==> src/rtl/core/kfe_pkg.sv <==
// ----------------------------------------------------------------------------
// kfe_pkg
// Shared types and constants of the K-line frame engine.
// ----------------------------------------------------------------------------
package kfe_pkg;

  localparam int MAX_RESULTS    = 6;
  localparam int COUNT_BITS     = 3;
  localparam int CFG_INDEX_BITS = 3;
  localparam int CFG_DATA_BITS  = 32;

  localparam logic [7:0] FMT_LENGTH = 8'h80;
  localparam logic [7:0] FMT_SINGLE = 8'h81;

  localparam logic [7:0]  RST_TESTER_ADDRESS = 8'hF1;
  localparam logic [7:0]  RST_ECU_ADDRESS    = 8'h11;
  localparam logic        RST_HEADER_FORMAT  = 1'b1;
  localparam logic [7:0]  RST_RESPONSE_LIMIT = 8'd12;
  localparam logic [31:0] RST_TIMEOUT_TICKS  = 32'd2000;

  typedef enum logic [1:0] {
    MODE_REQUEST = 2'd0,
    MODE_RECEIVE = 2'd1,
    MODE_TICK    = 2'd2
  } mode_t;

  typedef enum logic [2:0] {
    KIND_LINE     = 3'd0,
    KIND_DATA     = 3'd1,
    KIND_GOOD     = 3'd2,
    KIND_BAD      = 3'd3,
    KIND_TIMEOUT  = 3'd4,
    KIND_OVERFLOW = 3'd5
  } kind_t;

  typedef enum logic [2:0] {
    REG_TESTER_ADDRESS = 3'd0,
    REG_ECU_ADDRESS    = 3'd1,
    REG_HEADER_FORMAT  = 3'd2,
    REG_RESPONSE_LIMIT = 3'd3,
    REG_TIMEOUT_TICKS  = 3'd4
  } cfg_reg_t;

  typedef struct packed {
    logic [7:0]  tester_address;
    logic [7:0]  ecu_address;
    logic        header_format;
    logic [7:0]  response_limit;
    logic [31:0] timeout_ticks;
  } cfg_t;

  typedef struct packed {
    kind_t      kind;
    logic [7:0] value;
    logic [7:0] position;
  } result_t;

  typedef struct packed {
    logic [COUNT_BITS-1:0]          count;
    result_t [MAX_RESULTS-1:0]      entry;
  } batch_t;

  function automatic result_t make_result(kind_t kind, logic [7:0] value,
                                          logic [7:0] position);
    result_t r;
    r.kind     = kind;
    r.value    = value;
    r.position = position;
    return r;
  endfunction

endpackage

==> src/rtl/core/kfe_cfg_regs.sv <==
// ----------------------------------------------------------------------------
// kfe_cfg_regs
// Configuration register file written through a plain write port.
// ----------------------------------------------------------------------------
module kfe_cfg_regs
  import kfe_pkg::*;
(
  input  logic                      clk,
  input  logic                      rst,
  input  logic                      cfg_write,
  input  logic [CFG_INDEX_BITS-1:0] cfg_index,
  input  logic [CFG_DATA_BITS-1:0]  cfg_data,
  output cfg_t                      cfg
);

  always_ff @(posedge clk) begin
    if (rst) begin
      cfg.tester_address <= RST_TESTER_ADDRESS;
      cfg.ecu_address    <= RST_ECU_ADDRESS;
      cfg.header_format  <= RST_HEADER_FORMAT;
      cfg.response_limit <= RST_RESPONSE_LIMIT;
      cfg.timeout_ticks  <= RST_TIMEOUT_TICKS;
    end else if (cfg_write) begin
      case (cfg_reg_t'(cfg_index))
        REG_TESTER_ADDRESS: cfg.tester_address <= cfg_data[7:0];
        REG_ECU_ADDRESS:    cfg.ecu_address    <= cfg_data[7:0];
        REG_HEADER_FORMAT:  cfg.header_format  <= cfg_data[0];
        REG_RESPONSE_LIMIT: cfg.response_limit <= cfg_data[7:0];
        REG_TIMEOUT_TICKS:  cfg.timeout_ticks  <= cfg_data[31:0];
        default: begin
        end
      endcase
    end
  end

endmodule

==> src/rtl/core/kfe_frame_core.sv <==
// ----------------------------------------------------------------------------
// kfe_frame_core
// Input register, framing and deframing state, and the result batch logic.
// ----------------------------------------------------------------------------
module kfe_frame_core
  import kfe_pkg::*;
#(
  parameter int TICK_COUNTER_BITS = 32
) (
  input  logic       clk,
  input  logic       rst,
  input  cfg_t       cfg,
  input  logic       in_valid,
  output logic       in_stall,
  input  logic [1:0] mode,
  input  logic [7:0] data,
  input  logic [7:0] request_length,
  input  logic       request_last,
  input  logic       queue_free,
  output logic       load,
  output batch_t     batch
);

  localparam logic [TICK_COUNTER_BITS-1:0] IDLE_MAX = '1;

  logic       s1_valid;
  mode_t      s1_mode;
  logic [7:0] s1_data;
  logic [7:0] s1_len;
  logic       s1_last;

  logic [2:0] header_position, header_position_next;
  logic [7:0] expected_count, expected_count_next;
  logic [7:0] received_count, received_count_next;
  logic       addressed_to_me, addressed_to_me_next;
  logic [7:0] receive_sum, receive_sum_next;
  logic [7:0] transmit_sum, transmit_sum_next;
  logic       transmit_started, transmit_started_next;
  logic       awaiting_reply, awaiting_reply_next;
  logic [TICK_COUNTER_BITS-1:0] idle_ticks, idle_ticks_next;

  logic [7:0] fmt_byte;
  logic [7:0] first_sum;
  logic [7:0] cont_sum;
  logic [7:0] rx_sum;
  logic [7:0] rc_inc;
  logic       full;
  logic [TICK_COUNTER_BITS-1:0] idle_inc;
  logic       accept;

  assign load     = s1_valid && (queue_free || batch.count == '0);
  assign in_stall = s1_valid && !load;
  assign accept   = in_valid && !in_stall;

  always_ff @(posedge clk) begin
    if (rst) begin
      s1_valid <= 1'b0;
    end else if (accept) begin
      s1_valid <= 1'b1;
    end else if (load) begin
      s1_valid <= 1'b0;
    end
  end

  always_ff @(posedge clk) begin
    if (accept) begin
      s1_mode <= mode_t'(mode);
      s1_data <= data;
      s1_len  <= request_length;
      s1_last <= request_last;
    end
  end

  assign fmt_byte  = cfg.header_format ? FMT_SINGLE : FMT_LENGTH;
  assign first_sum = fmt_byte + cfg.ecu_address + cfg.tester_address
                     + (cfg.header_format ? 8'd0 : s1_len) + s1_data;
  assign cont_sum  = transmit_sum + s1_data;
  assign rx_sum    = receive_sum + s1_data;
  assign rc_inc    = received_count + 8'd1;
  assign full      = received_count >= cfg.response_limit;
  assign idle_inc  = (idle_ticks == IDLE_MAX) ? idle_ticks
                     : idle_ticks + {{(TICK_COUNTER_BITS-1){1'b0}}, 1'b1};

  always_comb begin
    header_position_next  = header_position;
    expected_count_next   = expected_count;
    received_count_next   = received_count;
    addressed_to_me_next  = addressed_to_me;
    receive_sum_next      = receive_sum;
    transmit_sum_next     = transmit_sum;
    transmit_started_next = transmit_started;
    awaiting_reply_next   = awaiting_reply;
    idle_ticks_next       = idle_ticks;
    batch                 = '0;

    case (s1_mode)
      MODE_REQUEST: begin
        if (!transmit_started) begin
          transmit_started_next = 1'b1;
          awaiting_reply_next   = 1'b0;
          transmit_sum_next     = first_sum;
          batch.entry[0] = make_result(KIND_LINE, fmt_byte, 8'd0);
          batch.entry[1] = make_result(KIND_LINE, cfg.ecu_address, 8'd0);
          batch.entry[2] = make_result(KIND_LINE, cfg.tester_address, 8'd0);
          if (cfg.header_format) begin
            batch.entry[3] = make_result(KIND_LINE, s1_data, 8'd0);
            batch.entry[4] = make_result(KIND_LINE, first_sum, 8'd0);
            batch.count    = COUNT_BITS'(5);
          end else begin
            batch.entry[3] = make_result(KIND_LINE, s1_len, 8'd0);
            batch.entry[4] = make_result(KIND_LINE, s1_data, 8'd0);
            batch.entry[5] = make_result(KIND_LINE, first_sum, 8'd0);
            batch.count    = s1_last ? COUNT_BITS'(6) : COUNT_BITS'(5);
          end
        end else if (!cfg.header_format) begin
          transmit_sum_next = cont_sum;
          batch.entry[0] = make_result(KIND_LINE, s1_data, 8'd0);
          batch.entry[1] = make_result(KIND_LINE, cont_sum, 8'd0);
          batch.count    = s1_last ? COUNT_BITS'(2) : COUNT_BITS'(1);
        end
        if (s1_last) begin
          transmit_started_next = 1'b0;
          awaiting_reply_next   = 1'b1;
          header_position_next  = 3'd0;
          expected_count_next   = 8'd0;
          received_count_next   = 8'd0;
          addressed_to_me_next  = 1'b0;
          receive_sum_next      = 8'd0;
          idle_ticks_next       = '0;
        end
      end
      MODE_RECEIVE: begin
        if (awaiting_reply) begin
          idle_ticks_next = '0;
          case (header_position)
            3'd0: begin
              if (s1_data == FMT_SINGLE) begin
                expected_count_next = 8'd1;
              end else if (s1_data == FMT_LENGTH) begin
                expected_count_next = 8'd0;
              end
              addressed_to_me_next = 1'b0;
              receive_sum_next     = s1_data;
              header_position_next = 3'd1;
            end
            3'd1: begin
              if (s1_data == cfg.tester_address) begin
                addressed_to_me_next = 1'b1;
              end
              receive_sum_next     = rx_sum;
              header_position_next = 3'd2;
            end
            3'd2: begin
              if (s1_data == cfg.ecu_address) begin
                addressed_to_me_next = 1'b1;
              end else if (s1_data == cfg.tester_address) begin
                addressed_to_me_next = 1'b0;
              end
              receive_sum_next     = rx_sum;
              header_position_next = 3'd3;
            end
            3'd3: begin
              if (expected_count == 8'd1) begin
                if (full) begin
                  batch.entry[0]      = make_result(KIND_OVERFLOW, 8'd0, 8'd0);
                  batch.count         = COUNT_BITS'(1);
                  awaiting_reply_next = 1'b0;
                end else begin
                  if (addressed_to_me) begin
                    batch.entry[0] = make_result(KIND_DATA, s1_data, received_count);
                    batch.count    = COUNT_BITS'(1);
                  end
                  received_count_next  = rc_inc;
                  receive_sum_next     = rx_sum;
                  header_position_next = 3'd4;
                end
              end else begin
                expected_count_next  = s1_data;
                receive_sum_next     = rx_sum;
                header_position_next = 3'd4;
              end
            end
            default: begin
              if (expected_count == received_count) begin
                if (addressed_to_me) begin
                  if (receive_sum == s1_data) begin
                    batch.entry[0] = make_result(KIND_GOOD, 8'd0, received_count);
                  end else begin
                    batch.entry[0] = make_result(KIND_BAD, 8'd0, 8'd0);
                  end
                  batch.count         = COUNT_BITS'(1);
                  awaiting_reply_next = 1'b0;
                end else begin
                  header_position_next = 3'd0;
                  received_count_next  = 8'd0;
                  receive_sum_next     = 8'd0;
                end
              end else if (full) begin
                batch.entry[0]      = make_result(KIND_OVERFLOW, 8'd0, 8'd0);
                batch.count         = COUNT_BITS'(1);
                awaiting_reply_next = 1'b0;
              end else begin
                if (addressed_to_me) begin
                  batch.entry[0] = make_result(KIND_DATA, s1_data, received_count);
                  batch.count    = COUNT_BITS'(1);
                end
                received_count_next = rc_inc;
                receive_sum_next    = rx_sum;
              end
            end
          endcase
        end
      end
      MODE_TICK: begin
        if (awaiting_reply) begin
          idle_ticks_next = idle_inc;
          if (32'(idle_inc) >= cfg.timeout_ticks) begin
            batch.entry[0]      = make_result(KIND_TIMEOUT, 8'd0, 8'd0);
            batch.count         = COUNT_BITS'(1);
            awaiting_reply_next = 1'b0;
          end
        end
      end
      default: begin
      end
    endcase
  end

  always_ff @(posedge clk) begin
    if (rst) begin
      header_position  <= 3'd0;
      expected_count   <= 8'd0;
      received_count   <= 8'd0;
      addressed_to_me  <= 1'b0;
      receive_sum      <= 8'd0;
      transmit_sum     <= 8'd0;
      transmit_started <= 1'b0;
      awaiting_reply   <= 1'b0;
      idle_ticks       <= '0;
    end else if (load) begin
      header_position  <= header_position_next;
      expected_count   <= expected_count_next;
      received_count   <= received_count_next;
      addressed_to_me  <= addressed_to_me_next;
      receive_sum      <= receive_sum_next;
      transmit_sum     <= transmit_sum_next;
      transmit_started <= transmit_started_next;
      awaiting_reply   <= awaiting_reply_next;
      idle_ticks       <= idle_ticks_next;
    end
  end

endmodule

==> src/rtl/core/kfe_result_queue.sv <==
// ----------------------------------------------------------------------------
// kfe_result_queue
// Result register that holds one batch of words and shifts them out in order.
// ----------------------------------------------------------------------------
module kfe_result_queue
  import kfe_pkg::*;
(
  input  logic       clk,
  input  logic       rst,
  input  logic       load,
  input  batch_t     batch,
  output logic       queue_free,
  output logic       out_valid,
  input  logic       out_stall,
  output logic [2:0] kind,
  output logic [7:0] value,
  output logic [7:0] position,
  output logic       run_end
);

  logic [COUNT_BITS-1:0]     count;
  result_t [MAX_RESULTS-1:0] entry;
  logic                      take;

  assign out_valid  = count != '0;
  assign take       = out_valid && !out_stall;
  assign queue_free = (count == '0) || (count == COUNT_BITS'(1) && take);

  assign kind     = entry[0].kind;
  assign value    = entry[0].value;
  assign position = entry[0].position;
  assign run_end  = count == COUNT_BITS'(1);

  always_ff @(posedge clk) begin
    if (rst) begin
      count <= '0;
    end else if (load && batch.count != '0) begin
      count <= batch.count;
    end else if (take) begin
      count <= count - COUNT_BITS'(1);
    end
  end

  always_ff @(posedge clk) begin
    if (load && batch.count != '0) begin
      entry <= batch.entry;
    end else if (take) begin
      entry <= {{$bits(result_t){1'b0}}, entry[MAX_RESULTS-1:1]};
    end
  end

endmodule

==> src/rtl/core/kline_frame_engine_unit.sv <==
// ----------------------------------------------------------------------------
// kline_frame_engine_unit
// K-line request framer and reply deframer with checksum, timeout and
// overflow detection.
// ----------------------------------------------------------------------------
//  Channel  Direction  Handshake            Payload
//  in       sink       in_valid / in_stall  mode, data, request_length,
//                                           request_last
//  out      source     out_valid / out_stall kind, value, position, run_end
//  cfg      sink       cfg_write            cfg_index, cfg_data
//
// A word is taken into the input register, and its whole effect is then
// computed and loaded into the result register as a batch of up to six
// words. A word that yields one or no result leaves every cycle while the
// output is not stalled; a batch leaves one word at a time by the output port.
// Reset clears all control state and restores the register defaults.
// While the output is stalled, words with no result still pass.
// ----------------------------------------------------------------------------
module kline_frame_engine_unit
  import kfe_pkg::*;
#(
  parameter int TICK_COUNTER_BITS = 32
) (
  input  logic                      clk,
  input  logic                      rst,
  input  logic                      cfg_write,
  input  logic [CFG_INDEX_BITS-1:0] cfg_index,
  input  logic [CFG_DATA_BITS-1:0]  cfg_data,
  input  logic                      in_valid,
  output logic                      in_stall,
  input  logic [1:0]                mode,
  input  logic [7:0]                data,
  input  logic [7:0]                request_length,
  input  logic                      request_last,
  output logic                      out_valid,
  input  logic                      out_stall,
  output logic [2:0]                kind,
  output logic [7:0]                value,
  output logic [7:0]                position,
  output logic                      run_end
);

  cfg_t   cfg;
  batch_t batch;
  logic   load;
  logic   queue_free;

  kfe_cfg_regs u_cfg_regs (
    .clk       (clk),
    .rst       (rst),
    .cfg_write (cfg_write),
    .cfg_index (cfg_index),
    .cfg_data  (cfg_data),
    .cfg       (cfg)
  );

  kfe_frame_core #(
    .TICK_COUNTER_BITS (TICK_COUNTER_BITS)
  ) u_frame_core (
    .clk            (clk),
    .rst            (rst),
    .cfg            (cfg),
    .in_valid       (in_valid),
    .in_stall       (in_stall),
    .mode           (mode),
    .data           (data),
    .request_length (request_length),
    .request_last   (request_last),
    .queue_free     (queue_free),
    .load           (load),
    .batch          (batch)
  );

  kfe_result_queue u_result_queue (
    .clk        (clk),
    .rst        (rst),
    .load       (load),
    .batch      (batch),
    .queue_free (queue_free),
    .out_valid  (out_valid),
    .out_stall  (out_stall),
    .kind       (kind),
    .value      (value),
    .position   (position),
    .run_end    (run_end)
  );

endmodule

==> config.mk <==
export PLATFORM = sky130hd
export DESIGN_NAME = kline_frame_engine_unit
export DESIGN_NICKNAME = d
export VERILOG_FILES = /design/src/rtl/core/kfe_pkg.sv /design/src/rtl/core/kfe_cfg_regs.sv /design/src/rtl/core/kfe_frame_core.sv /design/src/rtl/core/kfe_result_queue.sv /design/src/rtl/core/kline_frame_engine_unit.sv
export SDC_FILE = /design/constraint.sdc
export NUM_CORES = 1
export LEC_CHECK = 0
export ABC_AREA = 1
export BUFFER_PORTS_ARGS = -buffer_cell sky130_fd_sc_hd__buf_2
export CAP_MARGIN = 15
export CORE_UTILIZATION = 30
export CTS_CLUSTER_DIAMETER = 40
export DETAILED_ROUTE_END_ITERATION = 16
export PLACE_DENSITY = 0.5
export SLEW_MARGIN = 25
export SYNTH_ARGS = -nofsm -noshare
export SYNTH_HDL_FRONTEND = slang
export SYNTH_SLANG_ARGS = --single-unit
==> constraint.sdc <==
create_clock -name clk -period 6.87 [get_ports clk]
set_clock_uncertainty 0.2 [all_clocks]
set_input_delay 0.3435 -clock clk [delete_from_list [all_inputs] [get_ports clk]]
set_output_delay 0.3435 -clock clk [all_outputs]
set_load 0.03 [all_outputs]
* Word-level counts from Yosys, hierarchy flattened
Cells that the tools add are included.
** Word-level totals
- Flip-flop bits (word level) :: 264
- Output and inout port bits :: 22
- Word-level logic and storage cells :: 216
** Cells by class
- Add/subtract/negate cells :: 9
- Magnitude comparators :: 2
- Equal/unequal tests :: 36
- Mux-type cells :: 93
- Reductions and logical operators :: 38
** Operator list (number)
- 114-bit two-way mux :: 2
- 8-bit two-way mux :: 17
- 19-bit two-way mux :: 7
- 32-bit two-way mux :: 4
- 32-bit one-hot mux with 3 select lines :: 1
- 92-bit two-way mux :: 1
- 8-bit one-hot mux with 2 select lines :: 5
- 73-bit two-way mux :: 1
- 35-bit two-way mux :: 2
- 19-bit one-hot mux with 3 select lines :: 1
- 8-bit adder :: 6
- 3-bit two-way mux :: 16
- 38-bit two-way mux :: 1
- 19-bit one-hot mux with 2 select lines :: 1
- 17-bit two-way mux :: 2
- 32-bit by 1-bit adder with 32-bit output (second input constant) :: 1
- 32-bit == test (second input constant) :: 1
- 8-bit == test :: 4
- 32-bit >= comparator :: 1
- 7-bit AND reduction :: 4
- 8-bit one-hot mux with 3 select lines :: 1
- 1-bit two-way mux :: 20
- 8-bit == test (second input constant) :: 2
- 16-bit two-way mux :: 1
- other kinds (35) :: 76

* Logic depth before layout (Yosys ltp)
Gate-level depths: netlist of the first run.
- Word-level depth :: 14
- Gate-level depth with buffers :: 31
- Mapped depth without buffers :: 31

* Modules after synthesis
Synthesis of the first run repeated with hierarchy kept, for this count alone.
** Second synthesis, totals
- Cell total of the unflattened synthesis :: 2266
- Area total of the unflattened synthesis :: 16570.9 sq um
** By module, submodules not included
- kfe_frame_core :: times used 1, cells each 1427, area each 9125.0 sq um, sequential area each 1991.9 sq um
- kfe_result_queue :: times used 1, cells each 521, area each 5161.2 sq um, sequential area each 3483.3 sq um
- kfe_cfg_regs :: times used 1, cells each 318, area each 2284.7 sq um, sequential area each 1141.1 sq um

* Worst setup path after synthesis of the first run
OpenSTA, ideal clock, no wires.
- Path kind :: register to register
- Start point :: register u_frame_core.idle_ticks[7]
- End point :: register u_result_queue.entry[103] (netlist bit) (enable)
- Arrival time :: 4.299 ns
- Required time :: 6.251 ns
- Path slack :: 1.953 ns
- Cell stages (with the launch flop) :: 25
- Buffers on the path :: 1
- Path through :: dfxtp_1 nand2_2 nor2_1 inv_1 nor3_1 nand2_1 nor3_1 nand2_1 nand2_1 nor3_2 xor2_1 ha_1 nand2_1 nor2_1 nand4_1 nor2_1 nand2_1 nand3_1 nand3_1 nand2_1 nand2_2 nand2_4 nand3_4 buf_2 nand2_1
** Between the ends
- Word-level cells in the longest chain between the ends :: 11
** Ends and longest elaborated chain
- from (decl) :: RTL line kfe_frame_core.sv:40 : logic [TICK_COUNTER_BITS-1:0] idle_ticks, idle_ticks_next;
- from (signal assigned) :: RTL line kfe_frame_core.sv:249 : idle_ticks <= idle_ticks_next;
- 32-bit by 1-bit adder with 32-bit output or 32-bit == test (tied branches) :: RTL line kfe_frame_core.sv:82, kfe_frame_core.sv:81
- 32-bit two-way mux * :: RTL line kfe_frame_core.sv:81 : assign idle_inc = (idle_ticks == IDLE_MAX) ? idle_ticks
- 32-bit >= comparator * :: RTL line kfe_frame_core.sv:217 : if (32'(idle_inc) >= cfg.timeout_ticks) begin
- 1-bit two-way mux * :: RTL line kfe_frame_core.sv:217
- 3-bit two-way mux * :: RTL line kfe_frame_core.sv:215 : if (awaiting_reply) begin
- 3-bit one-hot mux with 3 select lines * :: RTL line kfe_frame_core.sv:96 : case (s1_mode)
- 3-bit zero test :: RTL line kfe_frame_core.sv:51 : assign load = s1_valid && (queue_free || batch.count == '0);
- 1-bit logical OR :: RTL line kfe_frame_core.sv:51
- 1-bit logical AND :: RTL line kfe_frame_core.sv:51
- 1-bit logical AND * :: RTL line kfe_result_queue.sv:45 : if (load && batch.count != '0) begin
- 2-bit nonzero test (no line) *
- to (signal assigned) :: RTL line kfe_result_queue.sv:46 : entry <= batch.entry;
- to (signal assigned) :: RTL line kfe_result_queue.sv:48 : entry <= {{$bits(result_t){1'b0}}, entry[MAX_RESULTS-1:1]};
- to (decl) :: RTL line kfe_result_queue.sv:22 : result_t [MAX_RESULTS-1:0] entry;
Mark *: on every way between the ends. The rest lies on a longest branch, timed or not.
A chain may end at the register's enable or synchronous reset.

* Final worst setup path of the first run
- Start point :: register u_frame_core.idle_ticks[7]
- End point :: register u_result_queue.entry[105] (netlist bit) (enable)
Same word-level chain as after synthesis.

==> flow_metrics.env, run 1 <==
export IMPL_drive_gt1_share_pct=10.12
export IMPL_r2r_end="u_result_queue.entry[105]"
export IMPL_syn_inst=1827
export IMPL_r2r_setup_slack_ps=1530
export IMPL_synth_compound_area_share_pct=13.02
export IMPL_die_x_um=212.4
export IMPL_cts_tree="done"
export IMPL_drtIter0Drc=866
export IMPL_slew_headroom_pct=35.96
export IMPL_synth_seq_cells=209
export IMPL_max_cap_violations=0
export IMPL_cts_sinks=209
export IMPL_antenna_found_initial=0
export IMPL_synth_mux_area_share_pct=0
export IMPL_root_buffer="clkbuf_16"
export IMPL_via_per_inst=4.777
export IMPL_coreArea_mm2=0.04336
export IMPL_cts_path_max_buffers=3
export IMPL_syn_nets=1980
export IMPL_fmax_mhz=187.2
export IMPL_gp_congestion=0.9114
export IMPL_ctsHoldBuffers=55
export IMPL_clk_latency_ps=560
export IMPL_die_y_um=212.4
export IMPL_diodes=0
export IMPL_grt_usage_pct=18.46
export IMPL_final_util_pct=37.35
export IMPL_r2r_cells=25
export IMPL_vias=12192
export IMPL_cts_resized=0
export IMPL_synth_simple_area_share_pct=26.80
export IMPL_drc_errors=0
export IMPL_design_portCount=81
export IMPL_htree_levels=2
export IMPL_start_util_pct=30.63
export IMPL_startpoint="u_frame_core.idle_ticks[7]"
export IMPL_power_density_mw_per_mm2=303.5
export IMPL_fin_nets=2084
export IMPL_rows=76
export IMPL_die_area_mm2=0.04512
export IMPL_yosysUniqueCellTypes=52
export IMPL_r2r_start="u_frame_core.idle_ticks[7]"
export IMPL_drv_slew=0
export IMPL_place_port_buffers=80
export IMPL_layout_commonest_cell="nand2_1"
export IMPL_period_share_pct=77.76
export IMPL_dr_pass1_iters=5
export IMPL_setup_violations=0
export IMPL_yosysSeqAreaShare_pct=37.38
export IMPL_hold_viol=0
export IMPL_area_delta_synth_final_pct=21.94
export IMPL_grt_max_degree=87
export IMPL_endpoint_kind="flip-flop"
export IMPL_yosys_area_top_type="dfxtp_1"
export IMPL_tns_ps=0
export IMPL_drt_total_wl_um=40560
export IMPL_required_ps=6910
export IMPL_cp_max_fo=28
export IMPL_numCtsBuffers=44
export IMPL_async_flop_share_pct=0
export IMPL_synth_top_cell_area_share_pct=19.74
export IMPL_grt_overflow_total=0
export IMPL_avgSynthCellArea_um2=7.270
export IMPL_synth_xor_xnor_area_share_pct=3.561
export IMPL_yosys_area_share_adder_pct=9.759
export IMPL_status="completed"
export IMPL_worstMarginPinSlew_ps=957.0
export IMPL_synth_warnings=0
export IMPL_synth_area_mm2=0.01328
export IMPL_grt_pass1_wl_um=64560
export IMPL_grt_pass1_vias=11751
export IMPL_routedWlPerCell_um=15.89
export IMPL_post_cts_buffers=0
export IMPL_rsz0062_at_grt="no"
export IMPL_cts_clk_slew_worst_paths_ps=50
export IMPL_synth_top_family_by_area="simple AND/OR/NAND/NOR gates"
export IMPL_p_leak_nw=7.122
export IMPL_dp_hpwl_um=29110
export IMPL_fillers=4625
export IMPL_hp_start="cfg_data[0]"
export IMPL_ir_drop_mv=0.1800
export IMPL_synth_area_leaders="dfxtp_1 20%, edfxtp_1 18%, nand2_1 13%"
export IMPL_synth_edff_count=78
export IMPL_fin_crit_ps=5342
export IMPL_final_antenna_net_count=0
export IMPL_critical_path_class="reg2reg"
export IMPL_min_path_type="in2reg"
export IMPL_synth_ff_type="dfxtp_1"
export IMPL_endpoint="u_result_queue.entry[105]"
export IMPL_arrival_ps=5390
export IMPL_cp_start_kind="flip-flop"
export IMPL_final_cell_mix="459 x nand2_1, 209 x inv_1, 205 x nor2_1"
-- registers in the layout, summed over array words and instances, names as in the netlist, 2 cells and up --
register                      count
u_cfg_regs.cfg                   57
u_result_queue.entry             40
u_frame_core.idle_ticks          32
u_frame_core.expected_count       8
u_frame_core.receive_sum          8
u_frame_core.received_count       8
u_frame_core.s1_data              8
u_frame_core.s1_len               8
u_frame_core.transmit_sum         8
u_result_queue.position           8
u_result_queue.value              8
u_frame_core.header_position      3
u_result_queue.count              3
u_result_queue.kind               3
u_frame_core.s1_mode              2
-- layout make-up --
| class | count | area (um^2) | share of cell area [%] |
|---|---|---|---|
| clock buffers | 58 | 1277 | 7.887 |
| clock inverters | 24 | 285.3 | 1.761 |
| inverters | 214 | 803.3 | 4.959 |
| multi-input cells | 1313 | 7078 | 43.70 |
| flip-flops and latches | 209 | 4965 | 30.65 |
| well taps | 585 | 732.0 | 4.519 |
| repair buffers | 149 | 1056 | 6.520 |
-- where the power goes --
group	internal (mW)	total [mW]	switching (mW)
Sequential	1.54	1.63	0.0888
Clock	1.50	2.23	0.728
Combinational	0.341	1.06	0.721
Total	3.38	4.92	1.54
-- routing by layer --
layer  global-route usage, %  share of wire (%)  vias up
met5                       0                  0        -
met3                   3.309                6.7       80
met2                   29.50                 45      345
met1                   24.33                 45     5583
met4                   7.889                3.3        0
li1                        -                  -     6184
-- critical path, cell delays in order (launching register included) --
cell	delay, ps
dfxtp_1	430
nand2_2	110
nor2_1	160
nand2_1	70
nor2_1	210
nand3_1	110
nor3_1	220
nand3_2	220
nand2_1	240
nor2_1	100
nand2_1	80
xor2_1	270
ha_1	170
nand2_1	60
nor2_1	150
nand2_1	100
nor2_1	220
nand2_1	80
nand3_1	220
nand3_1	150
nand2_1	110
nand2_2	70
nand2_4	110
nand3_4	220
nand2_2	580
buf_4	370
-- stage by stage --
step | setup WS [ps] | total power [mW] | std cells | hold WS (ps) | area (um^2)
3_3_place_gp | 1527 | 2.683 | 2415 | 254.9 | 14080
2_1_floorplan | 1953 | 2.432 | 1827 | 235.3 | 13280
6_report | 1528 | 4.916 | 2552 | 37.14 | 16200
5_1_grt | 974.5 | 5.191 | 2552 | 48.44 | 16200
4_1_cts | 1502 | 4.980 | 2552 | 1.202 | 16200
3_5_place_dp | 1526 | 2.693 | 2415 | 256.7 | 14080
-- Yosys cell counts (all sizes together) (2+ instances only) --
library cell and n:
a211oi 3, a21oi 120, a221oi 4, a22oi 3, a31oi 6, and2 2, buf 36, clkbuf 55
clkinv 2, dfxtp 131, edfxtp 78, fa 16, ha 78, inv 212, nand2 466, nand3 91
nand4 25, nor2 207, nor3 39, nor3b 2, nor4 10, o211ai 12, o21a 3, o21ai 135
o21bai 6, o221ai 2, o22ai 4, o31ai 11, or2 7, xnor2 16, xor2 38
-- worst min path at each step --
| stage | depth (start not counted) | end | slack (ps) |
|---|---|---|---|
| 6_report | 3 | u_cfg_regs.cfg[32] | 40 |
| 2_1_floorplan | 2 | u_cfg_regs.cfg[11] | 240 |
| 3_3_place_gp | 2 | u_cfg_regs.cfg[17] | 250 |
| 3_5_place_dp | 2 | u_cfg_regs.cfg[22] | 260 |
| 4_1_cts | 3 | u_cfg_regs.cfg[32] | 1 |
| 5_1_grt | 3 | u_cfg_regs.cfg[32] | 50 |
-- kinds of logic after synthesis --
kind of cell	Yosys count
XOR/XNOR	54
flip-flops	209
AND/OR/NAND/NOR	851
buffers and inverters	305
adder cells (fa/ha/maj)	94
AO/OA/AOI/OAI	314
Note: power is estimated with default switching activity, not from simulation.
==> inputs of run 2 (changes only) <==
--- a/config.mk
+++ b/config.mk
@@ -11,7 +11,7 @@
 export CORE_UTILIZATION = 30
 export CTS_CLUSTER_DIAMETER = 40
 export DETAILED_ROUTE_END_ITERATION = 16
-export PLACE_DENSITY = 0.5
+export PLACE_DENSITY = 0.52
 export SLEW_MARGIN = 25
 export SYNTH_ARGS = -nofsm -noshare
 export SYNTH_HDL_FRONTEND = slang
==> constraint.sdc (replaced) <==
create_clock -name clk -period 4.8 [get_ports clk]
set_clock_uncertainty 0.2 [all_clocks]
set_input_delay 0.24 -clock clk [delete_from_list [all_inputs] [get_ports clk]]
set_output_delay 0.24 -clock clk [all_outputs]
set_load 0.03 [all_outputs]
==> run 2 against run 1 <==
Against the previous run:
- flip-flop and latch count unchanged
- setup slack got worse by 1300 ps
- global-route usage barely moved
- power increased by 42%
- highest routed layer unchanged
==> flow_metrics.env, run 2 (synthesis gave the netlist of run 1 again) <==
export IMPL_status="completed"
export IMPL_fin_hold_ws_ps=105.1
export IMPL_root_buffer="clkbuf_16"
export IMPL_drv_slew=0
export IMPL_critical_path_class="reg2out"
export IMPL_power_density_mw_per_mm2=421.5
export IMPL_cts_sinks=209
export IMPL_cts_clk_slew_worst_paths_ps=50
export IMPL_vias=12363
export IMPL_p_leak_nw=7.342
export IMPL_use_met2_pct=30.04
export IMPL_top_register="u_cfg_regs.cfg"
export IMPL_p_switching_mw=2.238
export IMPL_hold_viol=0
export IMPL_fmax_mhz=218.8
export IMPL_slowest_delay_ps=350
export IMPL_grt_overflow_total=0
export IMPL_antenna_found_initial=1
export IMPL_grt_busiest_layer="met2"
export IMPL_gp_congestion=0.8936
export IMPL_dr_pass1_iters=5
export IMPL_rows=76
export IMPL_final_cell_mix="456 x nand2_1, 208 x inv_1, 200 x nor2_1"
export IMPL_clk_latency_ps=560
export IMPL_min_path_type="in2reg"
export IMPL_cts_path_max_buffers=3
export IMPL_start_util_pct=30.63
export IMPL_coreArea_mm2=0.04336
export IMPL_gr_usage_met1_pct=24.22
export IMPL_layout_commonest_cell="nand2_1"
export IMPL_die_x_um=212.4
export IMPL_grt_pass1_wl_um=64640
export IMPL_reg_top3="u_cfg_regs.cfg (57), u_result_queue.entry (40), u_frame_core.idle_ticks (32)"
export IMPL_fin_crit_ps=4571
export IMPL_drt_total_wl_um=40940
export IMPL_final_antenna_net_count=0
export IMPL_die_y_um=212.4
export IMPL_grt_usage_pct=18.46
export IMPL_routedWlPerCell_um=15.82
export IMPL_ir_drop_mv=0.2223
export IMPL_stdcell_count=2587
export IMPL_path_common_cell="nand2_1"
export IMPL_required_ps=4360
export IMPL_endpoint_kind="output pin"
export IMPL_grt_util_met3_pct=2.925
export IMPL_area_delta_synth_final_pct=24.92
export IMPL_dp_cells=2443
export IMPL_pwr_share_clk_pct=43.4
export IMPL_p_comb_share_pct=23.3
export IMPL_grt_max_degree=52
export IMPL_cp_max_fo=5
export IMPL_design_portCount=81
export IMPL_fillers=4633
export IMPL_numCtsBuffers=41
export IMPL_max_cap_violations=0
export IMPL_cp_start_kind="flip-flop"
export IMPL_dp_hpwl_um=29420
export IMPL_p_int_mw=4.756
export IMPL_setup_violations=0
export IMPL_pwr_share_seq_pct=33.3
export IMPL_crit_chain="inv_1 > nor3_2 > nand2_1 > nor3_2 > nand2_1 > nor3_1 > nand2_1 > nand4_1 > xor2_1 > ha_1 > a21oi_1 > o21a_1 > nand2_1 > a21oi_4 > nand3_4 > nand3_2 > nand2_1 > nand2_2 > nand2_4 > nand3_2 > inv_1 > buf_4"
export IMPL_die_area_mm2=0.04512
export IMPL_place_port_buffers=80
export IMPL_fin_nets=2121
export IMPL_drive_gt1_share_pct=12.64
export IMPL_slew_headroom_pct=44.71
export IMPL_worstMarginPinSlew_ps=827.3
export IMPL_crit_slowest_cell="dfxtp_1"
export IMPL_drc_errors=0
export IMPL_period_share_pct=95.22
export IMPL_htree_levels=2
export IMPL_largest_register_ff_count=57
export IMPL_arrival_ps=4130
export IMPL_switching_share_pct=32.00
export IMPL_cts_tree="done"
export IMPL_via_per_inst=4.779
export IMPL_drtIter0Drc=856
export IMPL_grt_pass1_vias=11995
[run 2: changes by cell type in the layout (fill, tap and decap cells not counted), moves of 5 or more]
cell      change
nor2_1        -5
inv_6         +5
buf_12        +7
buf_4        +31
clkbuf_8      -5
[run 2: cell type report]
| type | instances | area, um^2 | share of cell area (%) |
|---|---|---|---|
| clock inverters | 27 | 341.6 | 2.059 |
| flip-flops and latches | 209 | 4970 | 29.95 |
| multi-input cells | 1313 | 7181 | 43.28 |
| diodes | 1 | 2.502 | 0.01508 |
| inverters | 214 | 803.3 | 4.841 |
| clock buffers | 49 | 1109 | 6.681 |
| well taps | 585 | 732.0 | 4.411 |
| repair buffers | 189 | 1454 | 8.762 |
[run 2: power by group through the flow]
stage | combinational (mW) | clock (mW) | sequential, mW
floorplan | 1.16 | 0 | 2.32
global placement | 1.55 | 0 | 2.36
detailed placement | 1.57 | 0 | 2.36
CTS | 1.63 | 3.11 | 2.33
global route | 1.83 | 3.19 | 2.35
finish | 1.63 | 3.04 | 2.33
[run 2: critical path, delay by kind of cell, from the launching register on]
family          cells  cell delay, ps
simple gates       14            1810
compound gates      3             500
flops               1             350
buf+inv             3             310
xor+xnor            1             310
fa+ha+maj           1             310
[run 2: per-layer routing]
layer / part of all wire (%) / vias up / wire length, um
met5: 0 / - / 0
met2: 45 / 334 / 18620
met3: 5.5 / 66 / 2264
met1: 46 / 5687 / 18810
li1: - / 6276 / -
met4: 3.1 / 0 / 1249
[run 2: path summary, 6_finish.rpt]
check                                   start                             end  slack [ps]  cells after the start
hold reg to reg            u_cfg_regs.cfg[27]              u_cfg_regs.cfg[27]         260                      2
setup reg to reg  u_frame_core.idle_ticks[14]  u_frame_core.received_count[6]         290                     26
setup / recovery  u_frame_core.idle_ticks[14]                        in_stall         230                     22
hold / removal                            rst      u_frame_core.idle_ticks[8]         110                      3
[run 2: repair_timing]
item | in CTS | in global routing
pin swaps | 5 | 11
hold buffers | 58 | 0
hold endpoints to repair | 79 | 0
setup buffers | 2 | 7
setup endpoints to repair | 190 | 204
gates resized for setup | 15 | 15
[run 2: metrics by stage]
step | util (%) | cell area, um^2 | total power [mW] | worst slack (ps) | setup TNS, ps
2_1_floorplan | - | 13290 | 3.475 | 464.9 | 0
3_3_place_gp | 33.17 | 14380 | 3.905 | -53.94 | -207.4
3_5_place_dp | 33.17 | 14380 | 3.928 | -163.3 | -9167
4_1_cts | 38.04 | 16490 | 7.068 | 9.498 | 0
5_1_grt | 38.26 | 16590 | 7.371 | -70.87 | -125.1
6_report | 38.26 | 16590 | 6.993 | 229.4 | 0
